<file path="config.mk">
export PLATFORM = sky130hd
export DESIGN_NAME = bfpes_bank
export DESIGN_NICKNAME = d
export VERILOG_FILES = /design/src/rtl/bfpes_pkg.sv /design/src/rtl/bfpes_bank.sv
export SDC_FILE = /design/constraint.sdc
export NUM_CORES = 1
export LEC_CHECK = 0
export BUFFER_PORTS_ARGS = -buffer_cell sky130_fd_sc_hd__buf_2
export CAP_MARGIN = 5
export CORE_MARGIN = 2
export CORE_UTILIZATION = 30
export CTS_CLUSTER_DIAMETER = 50
export DETAILED_ROUTE_END_ITERATION = 16
export PLACE_DENSITY = 0.52
export SLEW_MARGIN = 20
export SYNTH_ARGS = -nofsm -noshare
export SYNTH_HDL_FRONTEND = slang
export SYNTH_SLANG_ARGS = --single-unit
</file>
<file path="constraint.sdc">
create_clock -name clock -period 4.15 [get_ports clock]
set_input_delay 0.415 -clock clock [delete_from_list [all_inputs] [get_ports clock]]
set_output_delay 0.415 -clock clock [all_outputs]
set_load 0.02 [all_outputs]
</file>
<file path="src/rtl/bfpes_pkg.sv">
package bfpes_pkg;

   localparam int STORE_BITS_DEF      = 65536;
   localparam int MAX_FIELD_WIDTH_DEF = 64;

   localparam int VALUE_W  = 64;
   localparam int WIDTH_W  = 7;
   localparam int START_W  = 16;
   localparam int COUNT_W  = 17;
   localparam int SECLEN_W = 14;
   localparam int OFF_W    = 6;
   localparam int WORD_W   = 64;

   localparam int REQ_TDATA_W = 96;
   localparam int RSP_TDATA_W = 104;

   typedef enum logic [1:0] {
      OP_APPEND  = 2'd0,
      OP_MISSING = 2'd1,
      OP_READ    = 2'd2,
      OP_CLEAR   = 2'd3
   } op_type;

   // transaction held between the address stage and the merge stage
   typedef struct packed {
      op_type               op;
      logic [VALUE_W-1:0]   value;
      logic [WIDTH_W-1:0]   width;
      logic [OFF_W-1:0]     off;
      logic                 odd;
      logic                 err;
      logic                 check;
      logic [COUNT_W-1:0]   bit_count;
      logic [SECLEN_W-1:0]  section_length;
   } item_type;

endpackage

</file>
<file path="src/rtl/bfpes_bank.sv">
module bfpes_bank #(
   parameter int DEPTH = 2,
   localparam int IDX_W = (DEPTH > 1) ? $clog2(DEPTH) : 1
) (
   input  logic                          clock,
   input  logic                          wr_en,
   input  logic [IDX_W-1:0]              wr_addr,
   input  logic [bfpes_pkg::WORD_W-1:0]  wr_data,
   input  logic                          rd_en,
   input  logic [IDX_W-1:0]              rd_addr,
   output logic [bfpes_pkg::WORD_W-1:0]  rd_data
);

   logic [bfpes_pkg::WORD_W-1:0] mem [DEPTH];
   logic [bfpes_pkg::WORD_W-1:0] rd_data_ff;

   always_ff @(posedge clock) begin
      if (wr_en) begin
         mem[wr_addr] <= wr_data;
      end
   end

   // write-first: a read of the word being written sees the new data
   always_ff @(posedge clock) begin
      if (rd_en) begin
         if (wr_en && (wr_addr == rd_addr)) begin
            rd_data_ff <= wr_data;
         end else begin
            rd_data_ff <= mem[rd_addr];
         end
      end
   end

   assign rd_data = rd_data_ff;

endmodule

</file>
# After elaboration in Yosys (flattened, before gate mapping)

Memory sizes are Yosys's and may differ from the RTL's. A register that Yosys moved wholly into a read port is not among the register bits.
Index checks and enable logic that the tools add are counted.

Multiplexer cells: 2

Operators by type and width:

| operator | number |
|---|---|
| $mux W1  | 2 |

Register bits: 0
Memory bits (writable): 128
Input bits: 69
Output and inout port bits: 64
Word-level logic and storage cells: 3
Memories: 1

Memory list:

| memory | depth | bits a word | rd ports | clocked after memory_dff | wr ports | RTL line         | text |
|---|---|---|---|---|---|---|---|
| mem    | 2     | 64          | 1        | 1                        | 1        | bfpes_bank.sv:14 | `logic [bfpes_pkg::WORD_W-1:0] mem [DEPTH];` |

# Logic depth before layout (Yosys ltp)

Gate-level depths: netlist of the first run.

Depth in word-level cells: 2
Mapped depth: 5
Gate-level depth less buffers: 3

# Worst setup path after synthesis of the first run

No wires, ideal clock.

Kind: in2reg
From: in wr_addr
To: mem mem[0][0] in the netlist's numbering, enable pin
Setup time: 495 ps
Arrival time: 3277 ps
Data required time: 3655 ps
Path slack: 378 ps
Stages on the path: 1
Path buffers: 0
Path through: nor2b_1

RTL lines:

| element     | RTL line         | text |
|---|---|---|
| from (decl) | bfpes_bank.sv:7  | `input logic [IDX_W-1:0] wr_addr,` |
| to (decl)   | bfpes_bank.sv:14 |  |

No word-level cell before the write port.

==> results of run 1 <==
## sequential cells by signal (all words and copies together) (netlist names)
| name | count |
|---|---|
| mem | 128 |
| rd_data | 64 |
## cell families (layout without fill, tap and decap cells)
kind of cell           count (synthesis)  after routing
other                                  0              1
buffers and inverters                 28            167
muxes                                 64             64
DFF                                  192            192
AOI/OAI and AO/OA                    126            126
and+or+nand+nor                        7              7
## worst max-delay path by stage
stage                  from          to  slack [ns]  cells past startpoint
global route        rd_addr  rd_data[1]        1.93                      4
finish              rd_addr  rd_data[0]        2.11                      4
detailed placement  rd_addr  rd_data[0]        1.60                      4
CTS                 rd_addr  rd_data[0]        2.04                      4
global placement    rd_addr  rd_data[1]        1.60                      4
floorplan           wr_addr   mem[0][0]        0.38                      1
## layout by cell type, fill, tap and decap left out
| master | Yosys | layout |
|---|---|---|
| buf_12 | 0 | 1 |
| nor3_1 | 2 | 2 |
| clkinv_2 | 0 | 3 |
| buf_2 | 7 | 130 |
| diode_2 | 0 | 1 |
| mux2i_1 | 64 | 64 |
| or2_4 | 0 | 1 |
| edfxtp_1 | 192 | 192 |
| nor3b_4 | 0 | 1 |
| o21ai_1 | 62 | 62 |
| clkinv_4 | 0 | 1 |
| clkinvlp_4 | 0 | 1 |
| o21ai_2 | 10 | 10 |
| clkinv_1 | 0 | 4 |
| and3_2 | 0 | 1 |
| inv_6 | 0 | 1 |
| bufinv_16 | 0 | 3 |
| clkbuf_16 | 0 | 17 |
| o21ai_0 | 52 | 52 |
| nor2b_4 | 0 | 1 |
| buf_4 | 3 | 5 |
| and2_4 | 0 | 1 |
| clkbuf_1 | 10 | 1 |
| a21o_1 | 2 | 2 |
## worst reg2reg max path, delay by kind of cell (launching register included)
kind	cells	cell delay, ns
AOI/OAI and AO/OA	1	0.18
DFF	1	0.35
muxes	1	0.17
and+or+nand+nor	1	0.07
## per-stage QoR
stage	std cells	total power (uW)	util	hold slack, ns	worst slack, ns
floorplan	417	2610	-	0.514	0.378
global placement	849	2770	0.343	0.564	1.60
detailed placement	849	2780	0.343	0.578	1.60
CTS	880	4380	0.367	0.175	2.04
global route	881	4510	0.367	0.176	1.93
finish	881	4330	0.367	0.196	2.11
## power by group
group          switching (uW)  total, uW  internal, uW
clock network             666       1600           936
logic                     251        379           129
registers                40.1       2350          2310
## area by class of cell
type | count | area, sq um
fill | 2329 | 15300
clock inverter | 13 | 145
clock buffer | 18 | 429
timing repair buffer | 136 | 708
sequential | 192 | 5770
multi-input combinational | 197 | 1380
antenna | 1 | 2.50
tap | 324 | 405
## metal layers
layer  wire (um)  GRT usage  up-vias
li1            -          -     1888
met2        7800      0.211      115
met4         174     0.0336        0
met1        6980      0.165     2004
met5           0          0        -
met3         809     0.0309       11
==> reports/qor.csv, run 1 <==
metric;value;unit
vias;4018;
grt_pass1_vias;4251;
synthMostInstantiatedCell;edfxtp_1;
power_density;490;mW/mm^2
hold_violations;0;
vias_per_cell;4.56;
coreArea;0.0241;sq mm
rrSetupSlack;3.13;ns
antenna_found_initial;1;
cp_slowest_cell;or2_4;
startpoint_type;primary input;
fin_skew;0.00914;ns
dr.first_iter.drc_count;247;
cts_resized;0;
grt_max_degree;65;
yosysWarningCount;0;
dieArea;0.0256;sq mm
maxCapViolCount;0;
synth_top_area_share;0.789;
tightest_slew;0.984;ns
place_area;0.00826;sq mm
nets;613;
setup_viol;0;
period_share;0.491;
die_width;160;um
rows;57;
clock_path_buffers;2;
path_clk_slew;0.07;ns
leakagePower;0.00323;uW
area_growth_syn_to_layout;21.0;%
min_from;wr_data[35];
synth.area.mux_share;0.0877;
cts_hold_buf;0;
finalSetupTns;0;ns
yosys-top-cells-count;edfxtp_1 (192), mux2i_1 (64), o21ai_1 (62), o21ai_0 (52);
synthCells;417;
status;complete, no violations;
hold_path_end;mem[1][35];
drive_gt1_frac;0.318;
die_h;160;um
synth_top_area_cell;edfxtp_1;
synth_compound_area_frac;0.0921;
fin_area;0.00884;sq mm
finalWeightedCongestion;0.663;
avgSynthCellArea;17.5;sq um
relSlewSlack;0.344;
min-delay-path-class;in2reg;
post-cts-setup-buffer-count;0;
clock.fmax;491;MHz
synth_seq_cells;192;
synth_adder_area_share;0;
min_period;2.04;ns
firstDrtPassIters;4;
ant_nets;0;
ys_types;17;
async_reset_ff_frac;0;
synthFlopType;edfxtp_1;
gr-total-overflow;0;
syn_nets;486;
grt_pass1_wl;24.6;mm
crit_family;simple AND/OR/NAND/NOR gates;
htreeDepth;4;
ir_drop;0.251;mV
worst-endpoint-arrival;2.17;ns
cp_cell_sequence;buf_4 -> and3_2 -> or2_4 -> o21ai_0;
synth_top_family_by_area;compound AO/OA/AOI/OAI gates;
drt-total-wl;15.8;mm
rsz0062_at_grt;no;
cts_buffers;17;
reg2reg_to;rd_data[63];
slew_viol_final;0;
synthSimpleGateAreaFrac;0.00651;
endpoint_kind;register;
cts.sinks;192;
cts_tree;done;
hold_depth;1;
ctsRootBufferMaster;clkbuf_16;
drc;0;
dp_hpwl;8.78;mm
synth_xor_area_frac;0;
reg2reg_depth;3;
synth_edf_count;192;
worst-path-max-fanout;64;
synth.cell_area;0.00731;sq mm
io_pins;133;
port-buffer-count;132;
critPathMaxStageDelay;0.71;ns
cp_num_buf_inv;1;
yosysSeqAreaShare;0.789;
grt_usage;0.126;
r2r-start;mem[1][63];
clk_latency;0.42;ns
wl_per_cell;17.9;um
worstSetupPathType;in2reg;
required;4.28;ns
start_util;0.303;
ys_top_cells_by_area;edfxtp_1 (79%), mux2i_1 (8.8%), o21ai_1 (4.2%);
Note: power is estimated with default switching activity, not from simulation.
==> inputs of run 2 (changes only) <==
==> constraint.sdc (replaced) <==
create_clock -name clock -period 1.9 [get_ports clock]
set_input_delay 0.19 -clock clock [delete_from_list [all_inputs] [get_ports clock]]
set_output_delay 0.19 -clock clock [all_outputs]
set_load 0.02 [all_outputs]
==> run 2 against run 1 <==
Compared with the run above:
- wire length grew 1.7%
- critical path depth grew 1
- utilization grew 3.3 points
- cell count grew 7.7%
- via count grew 7.3%
- critical endpoint unchanged
- largest cell class unchanged
==> reports/qor.csv, run 2 (same netlist as run 1, synthesis figures left out) <==
metric;value;unit;change
setup_viol;0;;unchanged
cts.sinks;192;;unchanged
fin_skew;0.0107;ns;+0.00151 ns
ir_drop;0.614;mV;+140%
largest_register_ffs;128;;unchanged
hold_path_end;rd_data[31];;
gr-total-overflow;0;;unchanged
dr.first_iter.drc_count;261;;+5.7%
ctsRootBufferMaster;clkbuf_16;;
reg2reg_to;rd_data[63];;
crit_family;simple AND/OR/NAND/NOR gates;;
cts_hold_buf;64;;+64
min_from;rd_en;;
grt_pass1_vias;4579;;+7.7%
clock_path_buffers;2;;unchanged
worstSetupPathType;in2reg;;
cp_cell_sequence;buf_4 -> nor3b_4 -> or2_4 -> buf_12 -> o21ai_0;;
min-delay-path-class;in2reg;;
nets;681;;+11%
post-cts-setup-buffer-count;0;;unchanged
antenna_found_initial;0;;-1
io_pins;133;;unchanged
power_density;1030;mW/mm^2;+110%
tightest_slew;0.510;ns;-0.474 ns
maxCapViolCount;0;;unchanged
period_share;0.668;;
dp_hpwl;8.46;mm;-3.6%
relSlewSlack;0.660;;+0.316
r2r-start;mem[1][63];;
dp_worst_setup_slack;0.161;ns;-1.43 ns
coreArea;0.0241;sq mm;unchanged
grt_pass1_wl;25.0;mm;+1.9%
nFillCells;2310;;-0.82%
regArea;0.00577;sq mm;unchanged
die_h;160;um;unchanged
final_common_cell;edfxtp_1;;
worst-path-max-fanout;39;;-39%
clk_latency;0.42;ns;about the same
hold_depth;2;;+1
layout_common_cells;edfxtp_1 (192), buf_2 (130), mux2i_1 (64), dlygate4sd3_1 (64), o21ai_1 (62);;
status;complete, no violations;;
cp_num_buf_inv;2;;+1
leakagePower;0.00356;uW;+10%
start_util;0.303;;unchanged
post-route-util;0.399;;+0.0327
multiInputGateArea;0.00138;sq mm;unchanged
worst-endpoint-arrival;1.43;ns;-0.74 ns
finalSetupTns;0;ns;unchanged
cp_slowest_cell;or2_4;;
cts_tree;done;;
drive_gt1_frac;0.298;;-0.0207
rrSetupSlack;0.90;ns;-2.23 ns
wl_per_cell;16.9;um;-5.6%
vias_per_cell;4.54;;-0.42%
path_clk_slew;0.07;ns;about the same
die_width;160;um;unchanged
cts_buffers;17;;unchanged
num_antenna_cells;0;;-1
required;2.06;ns;-2.22 ns
startpoint_type;primary input;;
reg2reg_depth;3;;unchanged
clock.fmax;788;MHz;
grt_max_degree;65;;unchanged
endpoint_kind;register;;
slew_viol_final;0;;unchanged
rows;57;;unchanged
drt-total-wl;16.0;mm;+1.7%
drc;0;;unchanged
grt_usage;0.127;;+0.000323
power;9920;uW;+130%
hold_violations;0;;unchanged
min_period;1.27;ns;
regMostFlops;mem;;
rsz0062_at_grt;no;;
area_growth_syn_to_layout;31.8;%;
vias;4310;;+7.3%
worst_slack;0.631;ns;-1.48 ns
critPathMaxStageDelay;0.41;ns;-0.30 ns
finalWeightedCongestion;0.657;;-1.0%
htreeDepth;4;;unchanged
firstDrtPassIters;4;;unchanged
dieArea;0.0256;sq mm;unchanged
ant_nets;0;;unchanged
port-buffer-count;132;;unchanged
cts_resized;0;;unchanged
## run 2: metrics by stage
step / instance area (sq um) / hold WS, ns / instances
after floorplan: 7310 / 0.289 / 417
after global placement: 8350 / 0.393 / 853
after detailed placement: 8350 / 0.394 / 853
after CTS: 9630 / 0.324 / 949
after global routing: 9630 / 0.334 / 949
final: 9630 / 0.335 / 949
## run 2: how the worst max path moves through the flow
stage,from,endpoint,slack (ns),cells past startpoint
after floorplan,wr_en,mem[0][0],0.31,1
after global placement,rd_addr,rd_data[1],0.20,5
after detailed placement,rd_addr,rd_data[0],0.16,5
after CTS,rd_addr,rd_data[0],0.63,5
after global routing,wr_addr,rd_data[0],0.54,5
final,rd_addr,rd_data[0],0.63,5
## run 2: area by class of cell
type,count,share of cell area
Sequential cell,192,0.599
Timing Repair Buffer,204,0.150
Multi-Input combinational cell,197,0.144
Clock buffer,18,0.0446
Tap cell,324,0.0421
Clock inverter,14,0.0211
## run 2: worst register-to-register path: stages (launching register included)
cell      delay, ns
edfxtp_1       0.37
mux2i_1        0.15
nor3_1         0.06
a21o_1         0.17
## run 2: routing by layer
metal	routed length [um]	track usage
met4	150	0.0369
met1	7610	0.170
met5	0	0
met3	530	0.0278
met2	7750	0.207
## run 2: power by group
| part | switching (uW) | leakage [uW] | total, uW | internal, uW |
|---|---|---|---|---|
| logic | 570 | 0.00143 | 958 | 388 |
| registers | 80.2 | 0.00183 | 5120 | 5040 |
| clock network | 1610 | 0.000300 | 3850 | 2240 |
| total | 2260 | 0.00356 | 9920 | 7660 |
==> inputs of run 3 (changes only) <==
==> constraint.sdc (replaced) <==
create_clock -name clock -period 1.23 [get_ports clock]
set_input_delay 0.123 -clock clock [delete_from_list [all_inputs] [get_ports clock]]
set_output_delay 0.123 -clock clock [all_outputs]
set_load 0.02 [all_outputs]
==> run 3 against run 2 <==
Compared with the run above:
- die area is the same
- cell count up 1.3%
- sequential power increased by 54%
- non-clock buffer count up 12
- flip-flop and latch count is the same
- cell area rose by 1.9%
- register-to-register slack got worse by 0.66 ns
- critical path depth fell by 4
- global-route usage about the same
- wire length decreased by 0.84%
- via count about the same
- critical path type is now reg2out
- critical endpoint is now rd_data[34]
- highest routed layer unchanged
==> reports/qor.csv, run 3 (same netlist as run 1, synthesis figures left out) <==
metric;value;unit;change
endpoint_kind;primary output;;
drt-total-wl;15.9;mm;-0.84%
ctsRootBufferMaster;clkbuf_16;;
wl_met3;751;um;+42%
cp_cell_sequence;buf_2;;
start_util;0.303;;unchanged
relSlewSlack;0.713;;+0.0528
vias;4307;;-0.070%
final_common_cell;edfxtp_1;;
gr-total-overflow;0;;unchanged
met1Wirelength;7.27;mm;-4.5%
rows;57;;unchanged
cts.sinks;192;;unchanged
power_density;1560;mW/mm^2;+51%
top_layer;met4;;
ir_drop;0.864;mV;+41%
slew_viol_final;0;;unchanged
hold_violations;0;;unchanged
wl_per_cell;16.5;um;-2.1%
fin_skew;0.00846;ns;-0.00219 ns
cts_hold_buf;64;;unchanged
firstDrtPassIters;4;;unchanged
place_area;0.00854;sq mm;+2.3%
dr.first_iter.drc_count;185;;-29%
port-buffer-count;132;;unchanged
drc;0;;unchanged
antenna_found_initial;0;;unchanged
vias_per_cell;4.48;;-1.3%
ant_nets;0;;unchanged
layout_common_cells;edfxtp_1 (192), buf_2 (130), mux2i_1 (64), dlygate4sd3_1 (64), o21ai_1 (62);;
clock.fmax;883;MHz;
worst-endpoint-arrival;1.01;ns;-0.42 ns
tightest_slew;0.431;ns;-0.0793 ns
cp_num_buf_inv;1;;-1
min-delay-path-class;in2reg;;
clk_latency;0.42;ns;about the same
regMostFlops;mem;;
drive_gt1_frac;0.312;;+0.0148
htreeDepth;4;;unchanged
finalSetupTns;0;ns;unchanged
grt_usage;0.127;;+0.000478
critPathMaxStageDelay;0.40;ns;about the same
die_h;160;um;unchanged
num_antenna_cells;0;;unchanged
finalWeightedCongestion;0.668;;+1.7%
fin_area;0.00981;sq mm;+1.9%
post-cts-setup-buffer-count;0;;unchanged
grt_pass1_wl;25.2;mm;+0.83%
startpoint_type;register;;
largest_register_ffs;128;;unchanged
setup_viol;0;;unchanged
min_period;1.13;ns;
worst-path-max-fanout;1;;-97%
area_growth_syn_to_layout;34.3;%;
crit_family;flip-flops;;
leakagePower;0.00365;uW;+2.4%
cp_slowest_cell;edfxtp_1;;
cts_resized;0;;unchanged
grt_pass1_vias;4669;;+2.0%
grt_max_degree;40;;-38%
die_width;160;um;unchanged
required;1.11;ns;-0.95 ns
period_share;0.921;;
status;complete, no violations;;
rsz0062_at_grt;no;;
path_clk_slew;0.07;ns;about the same
clock_path_buffers;2;;unchanged
io_pins;133;;unchanged
dp_hpwl;9.45;mm;+12%
dieArea;0.0256;sq mm;unchanged
maxCapViolCount;0;;unchanged
coreArea;0.0241;sq mm;unchanged
nets;693;;+1.8%
cts_buffers;17;;unchanged
worstSetupPathType;reg2out;;
cts_tree;done;;
met2_length;7.64;mm;-1.4%
-- run 3: area by class of cell --
type	instances	area, sq um
Timing Repair Buffer	216	1630
Fill cell	2301	14300
Tap cell	324	405
Clock buffer	17	425
Multi-Input combinational cell	197	1380
Clock inverter	15	199
Sequential cell	192	5770
-- run 3: power by group --
group	leakage [uW]	switching, uW	internal, uW
clock	0.000296	2580	3270
sequential	0.00183	116	7770
combinational	0.00152	897	659
-- run 3: path summary, 6_finish.rpt --
kind / start / end / slack (ns) / depth (start not counted)
max: rd_data[34] / rd_data[34] / 0.1 / 1
min: rd_en / rd_data[25] / 0.17 / 2
max reg2reg: mem[1][63] / rd_data[63] / 0.24 / 3
min reg2reg: mem[1][18] / rd_data[18] / 0.59 / 2
-- run 3: through the flow --
step                power [uW]   util  cells  hold slack [ns]  setup slack [ns]
finish                   15300  0.407    961            0.170            0.0972
global placement          9430  0.354    865            0.325            -0.101
floorplan                 8810      -    417            0.222            -0.296
CTS                      15500  0.407    961            0.175            0.0663
detailed placement        9460  0.354    865            0.328            -0.120
global route             15900  0.407    961            0.173            0.0678
-- run 3: per-layer routing --
metal / vias up / GRT usage
li1: 2051 / -
met1: 2127 / 0.164
met2: 113 / 0.210
met3: 16 / 0.0312
met4: 0 / 0.0430
met5: - / 0
