**src/rtl/bfpes_pkg.sv**
```systemverilog
package bfpes_pkg;

   localparam int STORE_BITS_DEF      = 65536;
   localparam int MAX_FIELD_WIDTH_DEF = 64;

   localparam int VALUE_W  = 64;
   localparam int WIDTH_W  = 7;
   localparam int START_W  = 16;
   localparam int COUNT_W  = 17;
   localparam int SECLEN_W = 14;
   localparam int OFF_W    = 6;
   localparam int WORD_W   = 64;

   localparam int REQ_TDATA_W = 96;
   localparam int RSP_TDATA_W = 104;

   typedef enum logic [1:0] {
      OP_APPEND  = 2'd0,
      OP_MISSING = 2'd1,
      OP_READ    = 2'd2,
      OP_CLEAR   = 2'd3
   } op_type;

   // transaction held between the address stage and the merge stage
   typedef struct packed {
      op_type               op;
      logic [VALUE_W-1:0]   value;
      logic [WIDTH_W-1:0]   width;
      logic [OFF_W-1:0]     off;
      logic                 odd;
      logic                 err;
      logic                 check;
      logic [COUNT_W-1:0]   bit_count;
      logic [SECLEN_W-1:0]  section_length;
   } item_type;

endpackage

```
**src/rtl/bfpes_front.sv**
```systemverilog
module bfpes_front #(
   parameter int STORE_BITS      = bfpes_pkg::STORE_BITS_DEF,
   parameter int MAX_FIELD_WIDTH = bfpes_pkg::MAX_FIELD_WIDTH_DEF,
   localparam int WORD_COUNT = (STORE_BITS + 63) / 64,
   localparam int BANK_DEPTH = WORD_COUNT / 2 + 1,
   localparam int IDX_W      = $clog2(BANK_DEPTH)
) (
   input  logic                               clock,
   input  logic                               reset,
   input  logic                               req_tvalid,
   output logic                               req_tready,
   input  logic [bfpes_pkg::REQ_TDATA_W-1:0]  req_tdata,
   input  logic                               take,
   output logic                               b_valid,
   output bfpes_pkg::item_type                item,
   output logic                               rd_en,
   output logic [IDX_W-1:0]                   rd_addr_even,
   output logic [IDX_W-1:0]                   rd_addr_odd,
   output logic [IDX_W-1:0]                   wr_addr_even,
   output logic [IDX_W-1:0]                   wr_addr_odd
);

   localparam int SB_W   = $clog2(STORE_BITS + 1);
   localparam int POS_W  = (SB_W > bfpes_pkg::START_W) ? SB_W : bfpes_pkg::START_W;
   localparam int WADR_W = POS_W - 6;

   bfpes_pkg::op_type                  op_in;
   logic [bfpes_pkg::VALUE_W-1:0]      value_in;
   logic [bfpes_pkg::WIDTH_W-1:0]      width_in;
   logic [bfpes_pkg::START_W-1:0]      start_in;
   logic                               check_in;
   logic                               accept;
   logic                               too_wide;
   logic [SB_W:0]                      app_sum;
   logic                               app_ovf;
   logic [POS_W:0]                     rd_sum;
   logic                               rd_beyond;
   logic                               is_app;
   logic                               err_in;
   logic [SB_W-1:0]                    stored_next;
   logic [SB_W-1:0]                    stored_in;
   logic [SB_W-1:0]                    stored_ff;
   logic [SB_W:0]                      seclen_sum;
   logic [POS_W-1:0]                   pos;
   logic [WADR_W-1:0]                  word;
   logic [WADR_W-1:0]                  half;
   logic [WADR_W-1:0]                  half_inc;
   logic                               b_valid_in;
   logic                               b_valid_ff;
   bfpes_pkg::item_type                item_in;
   bfpes_pkg::item_type                item_ff;
   logic [IDX_W-1:0]                   wr_addr_even_ff;
   logic [IDX_W-1:0]                   wr_addr_odd_ff;

   assign op_in    = bfpes_pkg::op_type'(req_tdata[1:0]);
   assign value_in = req_tdata[65:2];
   assign width_in = req_tdata[72:66];
   assign start_in = req_tdata[88:73];
   assign check_in = req_tdata[89];

   assign req_tready = !b_valid_ff || take;
   assign accept     = req_tvalid && req_tready;

   assign too_wide  = width_in > bfpes_pkg::WIDTH_W'(MAX_FIELD_WIDTH);
   assign app_sum   = {1'b0, stored_ff} + (SB_W + 1)'(width_in);
   assign app_ovf   = app_sum > (SB_W + 1)'(STORE_BITS);
   assign rd_sum    = (POS_W + 1)'(start_in) + (POS_W + 1)'(width_in);
   assign rd_beyond = rd_sum > (POS_W + 1)'(stored_ff);
   assign is_app    = (op_in == bfpes_pkg::OP_APPEND) || (op_in == bfpes_pkg::OP_MISSING);

   always_comb begin
      err_in      = 1'b0;
      stored_next = stored_ff;
      case (op_in)
         bfpes_pkg::OP_CLEAR: begin
            stored_next = '0;
         end
         bfpes_pkg::OP_READ: begin
            err_in = too_wide || rd_beyond;
         end
         default: begin
            err_in = too_wide || app_ovf;
            if (!err_in) begin
               stored_next = app_sum[SB_W-1:0];
            end
         end
      endcase
   end

   assign stored_in  = accept ? stored_next : stored_ff;
   assign seclen_sum = (({1'b0, stored_next} + (SB_W + 1)'(7)) >> 3) + (SB_W + 1)'(4);

   // word pair covering the field: word w and w+1 sit in opposite banks
   assign pos      = is_app ? POS_W'(stored_ff) : POS_W'(start_in);
   assign word     = pos[POS_W-1:6];
   assign half     = word >> 1;
   assign half_inc = half + WADR_W'(1);

   assign rd_addr_odd  = half[IDX_W-1:0];
   assign rd_addr_even = word[0] ? half_inc[IDX_W-1:0] : half[IDX_W-1:0];
   assign rd_en        = accept && !err_in && (op_in != bfpes_pkg::OP_CLEAR) &&
                         (width_in != '0);

   always_comb begin
      item_in.op             = op_in;
      item_in.value          = value_in;
      item_in.width          = width_in;
      item_in.off            = pos[5:0];
      item_in.odd            = word[0];
      item_in.err            = err_in;
      item_in.check          = check_in;
      item_in.bit_count      = bfpes_pkg::COUNT_W'(stored_next);
      item_in.section_length = bfpes_pkg::SECLEN_W'(seclen_sum);
   end

   assign b_valid_in = accept ? 1'b1 : (take ? 1'b0 : b_valid_ff);

   always_ff @(posedge clock) begin
      if (reset) begin
         stored_ff  <= '0;
         b_valid_ff <= 1'b0;
      end else begin
         stored_ff  <= stored_in;
         b_valid_ff <= b_valid_in;
      end
   end

   always_ff @(posedge clock) begin
      if (accept) begin
         item_ff         <= item_in;
         wr_addr_even_ff <= rd_addr_even;
         wr_addr_odd_ff  <= rd_addr_odd;
      end
   end

   assign b_valid      = b_valid_ff;
   assign item         = item_ff;
   assign wr_addr_even = wr_addr_even_ff;
   assign wr_addr_odd  = wr_addr_odd_ff;

endmodule

```
**config.mk**
```make
export PLATFORM = sky130hd
export DESIGN_NAME = bfpes_front
export DESIGN_NICKNAME = d
export VERILOG_FILES = /design/src/rtl/bfpes_pkg.sv /design/src/rtl/bfpes_front.sv
export SDC_FILE = /design/constraint.sdc
export NUM_CORES = 1
export LEC_CHECK = 0
export BUFFER_PORTS_ARGS = -buffer_cell sky130_fd_sc_hd__buf_2
export CORE_MARGIN = 4
export CORE_UTILIZATION = 56
export CTS_BUF_LIST = sky130_fd_sc_hd__clkbuf_8
export CTS_CLUSTER_DIAMETER = 30
export DETAILED_ROUTE_END_ITERATION = 16
export PLACE_DENSITY_LB_ADDON = 0.05
export REMOVE_ABC_BUFFERS = 1
export SLEW_MARGIN = 25
export SYNTH_ARGS = -nofsm -noshare
export SYNTH_HDL_FRONTEND = slang
export SYNTH_SLANG_ARGS = --single-unit
```
**constraint.sdc**
```tcl
create_clock -name clock -period 8.8 [get_ports clock]
set_input_delay 0.44 -clock clock [delete_from_list [all_inputs] [get_ports clock]]
set_output_delay 0.44 -clock clock [all_outputs]
set_load 0.01 [all_outputs]
```
# Yosys cells after proc, flatten, opt, wreduce, memory -nomap -nowiden
# Index checks and enable logic that the tools add are counted.
[totals]
register_bits = 151
input_bits = 100
out_inout_bits = 156
wordCells = 45
[classes]
addsub = 5
order_cmp = 3
eq_ne = 4
n_mux = 7
n_reduce_logical = 13
[ops]
columns = ["operator", "count"]
rows = [
  ["$mux W17", 2],
  ["$pmux W17 S2", 1],
  ["$add A17 B7 Y18", 1],
  ["$gt A18 B17 Y1 const B", 1],
  ["$add A16 B7 Y17", 1],
  ["$add A17 B3 Y17 const B", 1],
  ["$gt A17 B17 Y1", 1],
  ["$add A14 B3 Y14 const B", 1],
  ["$add A10 B1 Y10 const B", 1],
  ["$mux W10", 1],
  ["$gt A7 B7 Y1 const B", 1],
  ["$reduce_bool A7 Y1", 1],
  ["$eq A2 B2 Y1 const B", 2],
  ["$logic_and A1 B1 Y1", 4],
  ["$logic_or A1 B1 Y1", 4],
  ["$eq A2 B1 Y1 const B", 1],
  ["$logic_not A1 Y1", 2],
  ["$logic_not A2 Y1", 1],
  ["$mux W1", 2],
  ["$ne A2 B2 Y1 const B", 1],
  ["$pmux W1 S2", 1],
  ["$reduce_bool A2 Y1", 1],
]

# Depth between registers and ports, before layout
# Gate-level depths: netlist of the first run.
[depth]
depth_word = 8
ltp_mapped = 20

# Least setup slack after synthesis of the first run
# OpenSTA, ideal clock, no wires.
[synth_path]
path_kind = "input port to flip-flop"
start = "in take"
end = "reg item_ff, in the netlist item[0] (enable)"
setup_time_ns = 0.549
arrival_time_ns = 4.794
t_required_ns = 8.251
path_slack_ns = 3.457
cell_stages = 4
n_path_buf = 2
cell_sequence = "nand2b_1 > and2_1 > clkbuf_1 > clkbuf_1"
[synth_via]
elab_chain_cells = 2
[synth_rtl]
columns = ["element", "line", "rtl"]
rows = [
  ["from (decl)", "bfpes_front.sv:13", "input logic take,"],
  ["$logic_or A1 B1 Y1", "bfpes_front.sv:61", "assign req_tready = !b_valid_ff || take;"],
  ["$logic_and A1 B1 Y1", "bfpes_front.sv:62", "assign accept = req_tvalid && req_tready;"],
  ["via accept", "bfpes_front.sv:32", "logic accept;"],
  ["to (signal assigned)", "bfpes_front.sv:130", "item_ff <= item_in;"],
  ["to (decl)", "bfpes_front.sv:51", "bfpes_pkg::item_type item_ff;"],
]
# The timed path passes the listed nets, and every way through them passes these cells.
# A chain may end at the register's enable or synchronous reset.

# Worst setup path in the final report of the first run
[layout_path]
start = "in req_tdata[66] in the netlist's numbering"
end = "out rd_en"
[layout_via]
elab_chain_cells = 8
[layout_rtl]
columns = ["element", "line", "rtl"]
rows = [
  ["from (decl)", "bfpes_front.sv:12", "input logic [bfpes_pkg::REQ_TDATA_W-1:0] req_tdata,"],
  ["$add A17 B7 Y18 / $add A16 B7 Y17 (equally long branches)", "bfpes_front.sv:65, bfpes_front.sv:67", ""],
  ["$gt A18 B17 Y1 / $gt A17 B17 Y1 (equally long branches)", "bfpes_front.sv:66, bfpes_front.sv:68", ""],
  ["$logic_or A1 B1 Y1, on equally long branches", "bfpes_front.sv:82, bfpes_front.sv:79", ""],
  ["$pmux W1 S2", "bfpes_front.sv:74", "case (op_in)"],
  ["$logic_not A1 Y1", "bfpes_front.sv:101", "assign rd_en = accept && !err_in && (op_in != bfpes_pkg::OP_CLEAR) &&"],
  ["$logic_and A1 B1 Y1 (2 in a row)", "bfpes_front.sv:101", ""],
  ["$logic_and A1 B1 Y1 (*)", "bfpes_front.sv:101", ""],
  ["to (decl)", "bfpes_front.sv:16", "output logic rd_en,"],
]
# Every way passes the cells marked *; elsewhere a longest branch is shown, timed or not.

==> results of run 1 <==
## kinds of logic after synthesis
kind of cell,share of synthesized area (%)
AOI/OAI and AO/OA,13.7
xor gates and xnor gates,4.99
adders and majority gates,6.15
buffers and inverters,4.64
DFF,57.7
muxes,2.02
and+or+nand+nor,10.8
## cell type report
class	instances	area, um2	share of cell area, %
Antenna cell	1	2.50	0.0271
Clock buffer	17	234	2.53
Clock inverter	15	130	1.41
Inverter	45	169	1.83
Multi-Input combinational cell	400	2850	30.8
Sequential cell	151	4350	47.1
Tap cell	176	220	2.38
Timing Repair Buffer	253	1280	13.9
## metrics by stage
step	power (W)	area [um2]	instances	setup WS [ns]
floorplan	0.00107	7370	596	3.40
global placement	0.00118	8870	1025	3.86
detailed placement	0.00119	8870	1025	3.77
CTS	0.00169	9230	1057	3.95
global route	0.00176	9240	1058	3.56
finish	0.00167	9240	1058	3.87
## worst max-delay path by stage
| stage | startpoint | to | slack [ns] | cells past startpoint |
|---|---|---|---|---|
| after global placement | req_tdata[66] | item[10]$_DFFE_PP_ | 3.86 | 17 |
| final | req_tdata[66] | rd_en | 3.87 | 22 |
| after global routing | req_tdata[66] | rd_en | 3.56 | 22 |
| after CTS | stored_ff[0]$_SDFFE_PP0P_ | item[10]$_DFFE_PP_ | 3.95 | 16 |
| after detailed placement | req_tdata[66] | item[10]$_DFFE_PP_ | 3.77 | 17 |
| after floorplan | take | rd_en | 3.40 | 4 |
## power by group through the flow
stage	clock network (W)	logic, W	registers [W]
finish	0.000496	0.000316	0.000862
detailed placement	0	0.000315	0.000878
global route	0.000538	0.000351	0.000867
floorplan	0	0.000163	0.000904
global placement	0	0.000307	0.000876
CTS	0.000507	0.000317	0.000862
## cells in the final DEF (no fill, tap or decap), types with 5 or more instances in the layout
cell / netlist / routed
a21o_1: 8 / 8
inv_1: 44 / 45
o211ai_1: 8 / 8
o21a_1: 5 / 5
nand2_1: 37 / 37
xnor2_1: 34 / 34
ha_1: 33 / 33
buf_2: 4 / 249
a21oi_1: 37 / 37
nand4_1: 9 / 9
a31oi_1: 5 / 5
dfxtp_1: 18 / 18
nand3_1: 16 / 16
nor3_1: 13 / 13
edfxtp_1: 133 / 133
or3_1: 8 / 8
nor2_1: 47 / 47
nor2b_1: 6 / 6
and3_1: 6 / 6
o21ai_0: 25 / 25
clkbuf_8: 0 / 17
xor2_1: 9 / 9
a211oi_1: 15 / 15
mux2i_1: 13 / 13
## sequential cells by signal, summed over array words and instances (netlist names)
name          flops
b_valid           1
item            113
stored_ff        17
wr_addr_even     10
wr_addr_odd      10
## metal layers
| layer | track usage (%) | routed length (um) | up-vias |
|---|---|---|---|
| met5 | 0 | 0 | - |
| met4 | 10.4 | 607 | 0 |
| met3 | 6.68 | 1570 | 44 |
| met2 | 44.6 | 10300 | 245 |
| met1 | 29.9 | 7580 | 2758 |
| li1 | - | - | 2808 |
## critical path: cells and delay by family
family | cells | cell delay, ns
adder cells (fa/ha/maj) | 3 | 0.89
AO/OA/AOI/OAI | 11 | 2.21
AND/OR/NAND/NOR | 4 | 0.39
buffers and inverters | 3 | 0.43
XOR/XNOR | 1 | 0.11
==> results.md, run 1 <==
* Number of iterations in the first detailed-routing pass at 5
* Worst hold path type: in2reg
* Setup Fix Bufs, Post-CTS at 0
* Commonest cells in the netlist: edfxtp_1, nor2_1, inv_1
* Row Count at between 40 and 50
* Most frequent CP cell: a21oi_1
* Flops & latches, synth at roughly 150
* Worst clock skew at 0.0174 ns
* Synth Flop Type: edfxtp_1
* Core area at roughly 13000 um2
* Gpl congestion at 0.868
* Max Cap Viol at 0
* Final period utilization at ~56%
* Hold Slack at between 0.15 and 0.2 ns
* Drt total wl at between 20000 and 25000 um
* First-pass GRT wire length at about 30000 um
* Layout cells sized above 1 at ~35%
* Final Hold Vio Count at 0
* Worst Path Arrival at approximately 4.5 ns
* Die Span Y at 124 um
* Sw frac at 29.1%
* Cells after Synth at approximately 630
* CP endpoint kind: output pin
* H-tree Lvls at 4
* Yosys cell types at 64
* Share of the synthesized area in the top cell type at a little over half
* Status: completed
* Synth Area per Inst at 12.0 um2
* Max stage delay on crit path at approximately 0.40 ns
* Critical Path Source Type: input port
* EDFF count, synth at ~130
* Hold-fix buffers, CTS at 0
* Initial Utilization at 57.0%
* Number of port buffers at 249
* CTS tree: built
* Crit Path Class: in2out
* Post-DRT Antenna Nets at 0
* Chip width at 124 um
* RSZ-0062 raised after global routing: false
* Cell-internal power at 0.00119 W
* Path depth of the worst reg2reg path at 16
* CTS resizes at 0
* Area leader, netlist: edfxtp_1
* Synth area leaders: edfxtp_1, ha_1, dfxtp_1
* Detail Placement HPWL at between 15000 and 20000 um
* Part of the power in registers at between 50 and 60%
* Clock power share at roughly 30%
* Ports at 256
* Setup violations, final at 0
* Vias in the first global route at 5694
* Setup TNS at 0 ns
* Clock Path Buffers at 2
* Worst r2r src: stored_ff[0]$_SDFFE_PP0P_
* Achievable frequency at approximately 200 MHz
* CP cell instances: buf_2 > ha_1 > fa_1 > a21oi_1 > nor2_1 > nor2_1 > o21bai_1 > a21oi_1 > nor2b_1 > o21bai_1 > inv_1 > nand2_1 > xnor2_1 > ha_1 > a21o_1 > a21o_1 > a21oi_1 > o211ai_1 > a2111oi_0 > o21ai_0 > a21oi_1 > buf_2
* Share of the yosys chip area belonging to registers at between 50% and 60%
* Max-slew headroom at 42.8%
* Nets@finish at ~1000
* Worst-Skew Late Latency at 0.46 ns
* Via-per-instance ratio at between 5 and 6
* CTS Root Cell: clkbuf_8
* Initial DRC Count at approximately 470
* Fillers at between 1000 and 1500
* CP max-delay cell: fa_1
* Syn. warnings at 0
* Critical Path Fanout Max at 4
* Routed len/inst at ~19 um
* NetSw at 0.000487 W
* Synth Cell Area at roughly 7500 um2
* Reg2Reg Capture Point: item[10]$_DFFE_PP_
* Worst Hold Launch: req_tdata[36]
* DRC viols at 0
* Leak at around 4 nW
* R2R Setup Slk at roughly 3.9 ns
* Syn-to-layout area delta at 22.4%
* Clk sinks at 151
* Gr usage total at about a quarter
* WHS Path Cells at 1
* Vias at around 5900
* Combinational Power Share at 18.9%
* Global route overflow at 0
* TritonCTS Buffers at 17
* Slew Limit Fails at 0
* Top-count cell post-synth: edfxtp_1
* Post-synth ARST share at 0%
* Initial antenna violation count at 1
* Largest net degree at the start of global routing at roughly 90
* Final core occ at a little over two thirds
* Crit path required time at about 8.4 ns
* Worst-Margin Slew at ~0.86 ns
* WHS Endpoint: item[81]$_DFFE_PP_
* CTS clk-pin slew, worst paths at about 0.090 ns
* PwrDens at around 180 nW/um2
* Die area at about 15000 um2
* Final min period at about 4.9 ns
* Peak supply drop at ~0.000099 V
Note: power is estimated with default switching activity, not from simulation.
==> run 2, diff against run 1 <==
Settings changed: ABC_AREA set to 1, CORE_UTILIZATION 56 to 48.
Clock period 8.8 ns to 4 ns, I/O delays scaled along.
==> results.md, run 2 <==
* Synth Cell Area at 8140 um2 (+7.8%)
* Via-per-instance ratio at 4.87 (-12%)
* Setup violations, final at 0 (unchanged)
* Synth Flop Type: edfxtp_1
* Area leader, netlist: edfxtp_1
* R2R Setup Slk at 0.27 ns (-3.66 ns)
* Synth Area per Inst at 9.32 um2 (-22%)
* First-pass GRT wire length at 36500 um (+23%)
* Most frequent cells in the layout: buf_2, nand2_1, edfxtp_1
* Path depth of the worst reg2reg path at 30 (+14)
* Achievable frequency at about 270 MHz
* Vias in the first global route at 6872 (+21%)
* Worst Hold Launch: req_tdata[78]
* GRT met2 Usage at 42.4% (-2.2 points)
* WHS Path Cells at 3 (+2)
* PwrDens at 351 nW/um2 (+94%)
* Die Span Y at 138 um (+11%)
* Syn. warnings at 0 (unchanged)
* Design Power at 0.00396 W (+140%)
* Reg2Reg Capture Point: item[12]$_DFFE_PP_
* Final core occ at 68.0% (-1.7 points)
* Hold Slack at 0.0331 ns (-0.122 ns)
* Nets@finish at 1376 (+37%)
* Ports at 256 (unchanged)
* Detail Placement HPWL at 16800 um (+9.3%)
* Commonest cells in the netlist: nand2_1, edfxtp_1, inv_1
* Slew Limit Fails at 0 (unchanged)
* Yosys cell types at 44 (-31%)
* Final period utilization at between 90 and 100%
* Syn-to-layout area delta at 38.7%
* Worst r2r src: stored_ff[0]$_SDFFE_PP0P_
* Setup TNS at 0 ns (unchanged)
* CTS Root Cell: clkbuf_8
* Gr usage total at 23.9% (-1.6 points)
* Share of the synthesized area in the top cell type at 49.1% (-3.8 points)
* Initial DRC Count at 347 (-26%)
* Initial Utilization at 49.1% (-8.0 points)
* TritonCTS Buffers at 17 (unchanged)
* GR peak layer: met2
* Final min period at ~3.7 ns
* N_diodes at 0 (-1)
* Most frequent CP cell: nand2_1
* Worst-Margin Slew at 0.652 ns (-0.204 ns)
* WHS Endpoint: item[39]$_DFFE_PP_
* Synth area leaders: edfxtp_1, nand2_1, inv_1
* Max FFs per register at 113 (unchanged)
* Die area at 19100 um2 (+24%)
* Worst clock skew at 0.0136 ns (-0.00380 ns)
* Number of iterations in the first detailed-routing pass at 5 (unchanged)
* Peak supply drop at 0.000259 V (+160%)
* Top-count cell post-synth: nand2_1
* Met3 usage at 4.94% (-1.7 points)
* Dpl cell area at 9900 um2 (+12%)
* Most common cell after layout, fill and taps aside: buf_2
* Post-DRT Antenna Nets at 0 (unchanged)
* Crit path required time at 4.22 ns (-4.14 ns)
* Drt total wl at 22900 um (+14%)
* CTS clk-pin slew, worst paths at 0.10 ns (about the same)
* Critical Path Fanout Max at 6 (+2)
* Flops & latches, synth at 151 (unchanged)
* Worst hold path type: in2reg
* GR Util met1 at 29.0% (-0.91 points)
* Clock Path Buffers at 2 (unchanged)
* Worst Path Arrival at 3.95 ns (-0.54 ns)
* CTS tree: built
* Chip width at 138 um (+11%)
* CP max-delay cell: fa_2
* CP endpoint kind: flop
* Leak at 5.28 nW (+34%)
* Crit Path Class: reg2reg
* Clk sinks at 151 (unchanged)
* Largest net degree at the start of global routing at 73 (-20%)
* Gpl congestion at 0.902 (+4.0%)
* Cells after Synth at 873 (+38%)
* Vias at 7176 (+23%)
* Final Hold Vio Count at 0 (unchanged)
* RSZ-0062 raised after global routing: true
* Routed len/inst at 15.5 um (-18%)
* Max stage delay on crit path at 0.37 ns (-0.03 ns)
* Max Cap Viol at 0 (unchanged)
* Final instance area at 11300 um2 (+22%)
* EDFF count, synth at 133 (unchanged)
* Share of the yosys chip area belonging to registers at 53.5% (-4.2 points)
* H-tree Lvls at 4 (unchanged)
* Initial antenna violation count at 0 (-1)
* Layout cells sized above 1 at 35.7% (+1.1 points)
* Max-slew headroom at 56.6% (+14 points)
* Number of port buffers at 249 (unchanged)
* Global route overflow at 0 (unchanged)
* Critical Path Source Type: flop
* Status: completed
* DRC viols at 0 (unchanged)
* Post-synth ARST share at 0% (unchanged)
* Core area at 16600 um2 (+25%)
* Worst-Skew Late Latency at 0.46 ns (about the same)
* Row Count at 47 (+12%)
[run 2: cell count changes in the layout (fill, tap and decap cells not counted), sizes merged, moves of 8 or more]
| cell | change |
|---|---|
| inv | +90 |
| xnor2 | -29 |
| mux2i | -13 |
| or3 | -8 |
| dlygate4sd3 | +71 |
| xor2 | +14 |
| buf | +49 |
| a211oi | -16 |
| nand3 | +61 |
| o21ai | +18 |
| nor3 | -10 |
| a21o | -9 |
| nor2 | +24 |
| nand2 | +197 |
[run 2: cell families (layout without fill, tap and decap cells)]
| logic type | Yosys count | count (layout) | share of synthesized area [%] |
|---|---|---|---|
| adders and majority gates | 35 | 35 | 5.57 |
| xor gates and xnor gates | 28 | 28 | 3.01 |
| AOI/OAI and AO/OA | 92 | 92 | 6.35 |
| buffers and inverters | 159 | 540 | 8.04 |
| DFF | 151 | 151 | 53.5 |
| and+or+nand+nor | 408 | 408 | 23.5 |
[run 2: stage by stage]
| stage | worst slack, ns | std cells |
|---|---|---|
| final | 0.269 | 1474 |
| after global routing | -0.0459 | 1474 |
| after floorplan | -0.148 | 849 |
| after detailed placement | -0.0182 | 1366 |
| after CTS | 0.00937 | 1471 |
| after global placement | 0.0635 | 1366 |
[run 2: per-layer routing]
layer	vias to the layer above	part of all wire, %
li1	3622	-
met1	3290	41
met2	229	51
met3	35	5.9
met4	0	2.3
met5	-	0
[run 2: area by class of cell]
class | instances | area (um2)
fill | 1373 | 5300
clock inverter | 15 | 135
inverter | 135 | 509
multi-input combinational | 563 | 3390
sequential | 151 | 4360
clock buffer | 17 | 234
tap | 220 | 275
timing repair buffer | 373 | 2380
[run 2: critical path, delay by kind of cell, from the launching register on]
kind	cells	cell delay, ns
adders and majority gates	2	0.53
and+or+nand+nor	25	2.27
buffers and inverters	3	0.35
DFF	1	0.34
[run 2: repair_timing]
item / in CTS / in global routing
pin swaps: 5 / 23
buffers inserted: 2 / 3
hold buffers: 71 / 0
resized for setup: 3 / 56
hold endpoints to repair: 71 / 0
setup endpoints to repair: 1 / 8
[run 2: worst max-delay path by stage]
stage                                   start                  to  slack (ns)  cells after the start
floorplan                b_valid$_SDFFE_PP0P_   item[0]$_DFFE_PP_       -0.15                      3
global placement                req_tdata[67]               rd_en        0.06                     24
detailed placement              req_tdata[67]               rd_en       -0.02                     24
CTS                             req_tdata[66]               rd_en       0.009                     22
global route        stored_ff[3]$_SDFFE_PP0P_  item[10]$_DFFE_PP_       -0.05                     29
finish              stored_ff[0]$_SDFFE_PP0P_  item[12]$_DFFE_PP_        0.27                     30
[run 2: power by group]
| part | total, W | switching [W] | internal, W | leakage, nW |
|---|---|---|---|---|
| sequential | 0.00190 | 0.0000437 | 0.00186 | 1.45 |
| clock | 0.00110 | 0.000649 | 0.000451 | 0.182 |
| combinational | 0.000965 | 0.000564 | 0.000401 | 3.65 |
